[config.mk]
export PLATFORM = sky130hd
export DESIGN_NAME = three_term_recurrence_checksum
export DESIGN_NICKNAME = d
export VERILOG_FILES = /design/src/rtl/ttrc_pkg.sv /design/src/rtl/three_term_recurrence_checksum.sv
export VERILOG_INCLUDE_DIRS = /design/src /design/src/rtl
export SDC_FILE = /design/constraint.sdc
export NUM_CORES = 1
export LEC_CHECK = 0
export ABC_CLOCK_PERIOD_IN_PS = 13600
export BUFFER_PORTS_ARGS = -buffer_cell sky130_fd_sc_hd__buf_2
export CORE_ASPECT_RATIO = 1.4
export CORE_UTILIZATION = 40
export CTS_BUF_LIST = sky130_fd_sc_hd__clkbuf_4 sky130_fd_sc_hd__clkbuf_8
export DETAILED_ROUTE_END_ITERATION = 8
export GPL_TIMING_DRIVEN = 0
export PLACE_DENSITY_LB_ADDON = 0.05
export RECOVER_POWER = 100
export REMOVE_ABC_BUFFERS = 1
export SLEW_MARGIN = 10
export SYNTH_ARGS = -nofsm -noshare
export SYNTH_HDL_FRONTEND = slang
export SYNTH_SLANG_ARGS = --single-unit
export TNS_END_PERCENT = 5
[constraint.sdc]
create_clock -name clk -period 13.6 [get_ports clk]
set_input_delay 2.72 -clock clk [delete_from_list [all_inputs] [get_ports clk]]
set_output_delay 2.72 -clock clk [all_outputs]
set_load 0.005 [all_outputs]
[src/rtl/three_term_recurrence_checksum_macros.svh]
// Assertion macros for the recurrence checksum block.
// Each one samples on the rising edge of clk and is off while rst is high.
`ifndef THREE_TERM_RECURRENCE_CHECKSUM_MACROS_SVH
`define THREE_TERM_RECURRENCE_CHECKSUM_MACROS_SVH

`ifndef NO_ASSERTIONS
`define TTRC_ASSERT_SAME(label, ante, cons) \
  label: assert property (@(posedge clk) disable iff (rst) (ante) |-> (cons)) \
    else $error("assertion failed");
`define TTRC_ASSERT_NEXT(label, ante, cons) \
  label: assert property (@(posedge clk) disable iff (rst) (ante) |=> (cons)) \
    else $error("assertion failed");
`else
`define TTRC_ASSERT_SAME(label, ante, cons)
`define TTRC_ASSERT_NEXT(label, ante, cons)
`endif

`endif

[src/rtl/ttrc_pkg.sv]
package ttrc_pkg;

  localparam int ByteW = 8;
  localparam int TermW = 16;

  localparam logic [ByteW-1:0] FirstOffset = 8'd7;
  localparam logic [ByteW-1:0] AlphaStep   = 8'd17;
  localparam logic [ByteW-1:0] BetaStep    = 8'd31;
  localparam logic [TermW-1:0] TermReset   = 16'd1;
  // 65535 is the modulus and can never appear as a term
  localparam logic [TermW-1:0] TermIllegal = 16'hFFFF;

  // A negative difference d wraps mod 2^26 in diff; adding the bias wraps it back.
  // Adding 257*65535 + 1 makes it positive, giving d+1 mod 65535 as its residue.
  localparam int DiffW = 26;
  localparam logic [DiffW-1:0] NegBias = 26'd16842496;

  typedef logic [TermW-1:0] term_t;

endpackage

[src/rtl/three_term_recurrence_checksum.sv]
// Checksum valid is registered: it is set in the cycle after an accepted last_byte beat.
// Throughput: one byte per cycle when not stalled; the recurrence (two small multiplies, a
// subtract and an end-around-carry fold mod 65535) is combinational on the term registers.
// Input stalls only while the output register holds a result that is itself stalled.
// Reset (rst, synchronous, active high) sets both terms to 1, index to 0, output empty.
`include "three_term_recurrence_checksum_macros.svh"

module three_term_recurrence_checksum (
  input  logic                        clk,
  input  logic                        rst,
  input  logic                        in_valid,
  output logic                        in_stall,
  input  logic [ttrc_pkg::ByteW-1:0]  data_byte,
  input  logic                        last_byte,
  output logic                        out_valid,
  input  logic                        out_stall,
  output logic [ttrc_pkg::TermW-1:0]  checksum
);
  import ttrc_pkg::*;

  term_t            older_term;
  term_t            newer_term;
  logic [ByteW-1:0] byte_index;
  logic             seen_first;

  term_t            older_term_next;
  term_t            newer_term_next;
  logic [ByteW-1:0] byte_index_next;

  logic             in_acc;
  logic [ByteW-1:0] alpha;
  logic [ByteW-1:0] beta;
  logic [ByteW:0]   coef_a;
  logic [24:0]      prod_a;
  logic [23:0]      prod_b;
  logic [DiffW-1:0] diff;
  logic [DiffW-1:0] diff_adj;
  logic [TermW:0]   fold1;
  term_t            fold2;
  term_t            rec_term;

  assign in_stall = out_valid && out_stall;
  assign in_acc   = in_valid && !in_stall;

  assign alpha  = ByteW'(byte_index * AlphaStep);
  assign beta   = ByteW'(byte_index * BetaStep);
  assign coef_a = {1'b0, data_byte} + {1'b0, alpha};
  assign prod_a = 25'(coef_a) * 25'(newer_term);
  assign prod_b = 24'(beta) * 24'(older_term);

  assign diff     = {1'b0, prod_a} - {2'b0, prod_b};
  assign diff_adj = diff[DiffW-1] ? diff + NegBias : diff;

  // 2^16 = 1 mod 65535: fold the high bits onto the low half twice
  assign fold1    = {1'b0, diff_adj[TermW-1:0]} + {7'b0, diff_adj[DiffW-1:TermW]};
  assign fold2    = fold1[TermW-1:0] + TermW'(fold1[TermW]);
  assign rec_term = (fold2 == TermIllegal) ? '0 : fold2;

  always_comb begin
    if (!seen_first) begin
      older_term_next = TermReset;
      newer_term_next = TermW'(data_byte) + TermW'(FirstOffset);
      byte_index_next = ByteW'(1);
    end else begin
      older_term_next = newer_term;
      newer_term_next = rec_term;
      byte_index_next = byte_index + ByteW'(1);
    end
  end

  always_ff @(posedge clk) begin
    if (rst) begin
      older_term <= TermReset;
      newer_term <= TermReset;
      byte_index <= '0;
      seen_first <= 1'b0;
    end else if (in_acc) begin
      if (last_byte) begin
        older_term <= TermReset;
        newer_term <= TermReset;
        byte_index <= '0;
        seen_first <= 1'b0;
      end else begin
        older_term <= older_term_next;
        newer_term <= newer_term_next;
        byte_index <= byte_index_next;
        seen_first <= 1'b1;
      end
    end
  end

  always_ff @(posedge clk) begin
    if (rst) begin
      out_valid <= 1'b0;
    end else if (!in_stall) begin
      out_valid <= in_acc && last_byte;
    end
  end

  always_ff @(posedge clk) begin
    if (in_acc && last_byte) begin
      checksum <= newer_term_next;
    end
  end

  `TTRC_ASSERT_NEXT(a_last_gives_result, in_acc && last_byte, out_valid)
  `TTRC_ASSERT_NEXT(a_last_clears, in_acc && last_byte, !seen_first && byte_index == '0)
  `TTRC_ASSERT_NEXT(a_mid_sets_first, in_acc && !last_byte, seen_first)
  `TTRC_ASSERT_SAME(a_term_range, seen_first, newer_term != TermIllegal)
  `TTRC_ASSERT_SAME(a_out_range, out_valid, checksum != TermIllegal)

endmodule
==> flow_summary_export.csv <==
group,metric,value,unit
clock_tree,clock_latency,0.42,ns
cells_and_area,seq_area,1330,µm²
die,std_cell_rows,80,
routing,vias,11200,
setup_path,worstPathArrival,14.14,ns
synthesis,netlist.area_leader.share,33.9,%
sta,period_needed,13.99,ns
clock_tree,htree_levels,3,
synthesis,synth_top_flop_cell,"dfxtp_1",
sta,finalWorstSetupSlack,-0.388,ns
run_status,status,"complete, but fails checks",
routing,viasPerCell,5.16,
die,die_x,160,µm
setup_path,cpPeakStageDelay,0.61,ns
die,die_y,224,µm
routing,drc,0,
synthesis,synthCells,1609,
routing,ant_nets,0,
sta,fin_skew,0.0158,ns
clock_tree,numCtsBuffers,9,
synthesis,synth_cell_types,92,
sta,rsz0062_at_grt,"true",
cells_and_area,multi_input_area,12300,µm²
synthesis,synth-edff-count,16,
global_routing,grt_max_degree,37,
routing,first_pass_iters,5,
setup_path,end_kind,"flip-flop",
worst_hold_path,min_path_type,"reg -> reg",
setup_path,worst_path_max_delay_cell,"fa_2",
clock_tree,tritoncts,"done",
routing,drt-total-wl,40000,µm
sta,worst_slew_pin_slew,2.28,ns
clock_tree,path_clk_slew,0.09,ns
run_status,violations,"capacitance limit, slew limit, setup timing",
setup_path,crit_path_start_kind,"primary input",
global_routing,grt_pass1_vias,11800,
setup_path,reg2reg_slack,-0.10,ns
cells_and_area,final_common_cell,"inv_1",
synthesis,avgSynthCellArea,8.74,µm²
die,pin_count,31,
synthesis,yosysTopAreaCell,"fa_1",
sta,fmax,71.5,MHz
placed_design,portBuffers,30,
cells_and_area,layout.nets,2072,
setup_path,worstPathRequired,13.76,ns
setup_path,path_common_cell,"fa_1",
clock_tree,cts.sinks,58,
placed_design,place.gp.congestion,0.862,
placed_design,dpl.hpwl,31500,µm
synthesis,yosys-top-cells-area,"fa_1 (34%), ha_1 (11%), inv_1 (8.3%)",
cells_and_area,layout_common_cells,"inv_1 (304), fa_1 (231), nand2_1 (192), and2_1 (112), ha_1 (98)",
sta,finalCritPeriodShare,103,%
clock_tree,clockRootBuffer,"clkbuf_8",
cells_and_area,nFillCells,3356,
synthesis,ys_seq_area_share,9.40,%
die,die_area,35900,µm²
global_routing,grt_usage,23.7,%
global_routing,grt_overflow,0,
sta,max-slew-margin-rel,-52.4,%
die,initial_core_util,40.9,%
routing,avgRoutedWirePerCell,18.5,µm
cells_and_area,syn2layout_area_growth,20.2,%
global_routing,grt_pass1_wl,65200,µm
setup_path,cp_max_fo,5,
placed_design,dpl-instance-area,14700,µm²
cells_and_area,fin_area,16900,µm²
synthesis,synthArstFlopShare,0,%
routing,drtIter0Drc,472,
synthesis,synthesis.area,14100,µm²
clock_tree,cts_buffer_depth,2,
sta,final_max_slew_viol_count,28,
sta,finalSetupViolCount,32,
job,cap_viol_max_count,1,
die,core_area,34300,µm²
clock_tree,cts_hold_buffers,0,
global_routing,antenna_found_initial,0,
synthesis,ys_warn_count,0,
cells_and_area,layout-drive-gt1-share,19.3,%
setup_path,critPathKind,"in -> reg",
sta,final_hold_viol_count,0,
synthesis,ys_seq_elements,58,
==> worst paths after layout <==
check	depth (start not counted)	from	to
worst max register to register	56	byte_index[1]$_SDFFE_PP0P_	checksum[6]$_DFFE_PP_
worst max-delay path	57	data_byte[3]	checksum[6]$_DFFE_PP_
worst min register to register	2	byte_index[5]$_SDFFE_PP0P_	byte_index[5]$_SDFFE_PP0P_
worst min-delay path	2	byte_index[5]$_SDFFE_PP0P_	byte_index[5]$_SDFFE_PP0P_
==> final cells by class <==
cell class                 count  area share, %
clock inverter                 7          0.600
timing repair buffer         149           7.72
sequential                    58           7.84
multi-input combinational   1175           72.8
inverter                     310           6.91
clock buffer                   9          0.733
tap                          451           3.34
antenna                        1         0.0148
==> worst max-delay path, delay by kind of cell <==
family,cells,cell delay (ns)
AOI/OAI and AO/OA,17,3.21
buffers and inverters,14,1.64
muxes,1,0.12
and+or+nand+nor,11,1.45
adders and majority gates,11,4.44
xor gates and xnor gates,3,0.53
==> stage by stage <==
stage / setup TNS [ns] / hold slack [ns] / worst slack [ns] / util (%) / instances
2_1_floorplan: -33.87 / 0.503 / -1.14 / - / 1543
3_3_place_gp: -136.12 / 0.590 / -4.37 / 42.2 / 2024
3_5_place_dp: -121.50 / 0.582 / -3.91 / 42.9 / 2035
4_1_cts: -5.88 / 0.598 / -0.287 / 48.3 / 2136
5_1_grt: -25.32 / 0.643 / -0.858 / 49.2 / 2159
6_report: -9.62 / 0.597 / -0.388 / 49.2 / 2160
==> registers in the layout, summed over array words and instances (netlist names) <==
| signal | flops |
|---|---|
| byte_index | 8 |
| checksum | 16 |
| newer_term | 16 |
| older_term | 16 |
| out_valid | 1 |
| seen_first | 1 |
==> per-layer routing <==
layer | up-vias | wire length, µm | GRT usage, %
met5 | - | 0 | 0
met3 | 35 | 885 | 2.11
met4 | 0 | 882 | 6.24
met2 | 137 | 21700 | 44.1
met1 | 5686 | 16500 | 29.0
li1 | 5297 | - | -
==> logic make-up after synthesis <==
logic type / after synthesis / share of synthesized area, %
XOR/XNOR: 86 / 5.78
multiplexers: 4 / 0.294
flip-flops: 58 / 9.40
AO/OA/AOI/OAI: 229 / 11.7
buffers and inverters: 376 / 10.2
adder cells (fa/ha/maj): 356 / 44.4
AND/OR/NAND/NOR: 500 / 18.2
==> synthesized netlist by cell type (all sizes together) (6+ instances only) <==
master	n
a211oi	9
nand3	22
o21bai	7
buf	11
nand2b	7
nor2b	21
nand4	10
and3	6
nor2	61
a21oi	53
a22oi	20
xor2	18
nand2	202
o21ai	35
o22ai	15
inv	310
and2	119
fa	238
a311oi	6
xnor2	66
ha	118
o21a	10
a31oi	12
nor4	17
dfxtp	42
or2	6
o211ai	14
a21o	13
edfxtp	16
nor3	15
clkbuf	55
==> timing repair <==
action	4_1_cts	5_1_grt
cloned	3	0
setup buffers	82	24
gates resized for setup	187	25
pin swaps	124	80
endpoints found under the setup margin	32	32
Power is left out: the tool's default activity adds up to more than one toggle a clock period on the data nets, which glitch-free logic cannot reach.
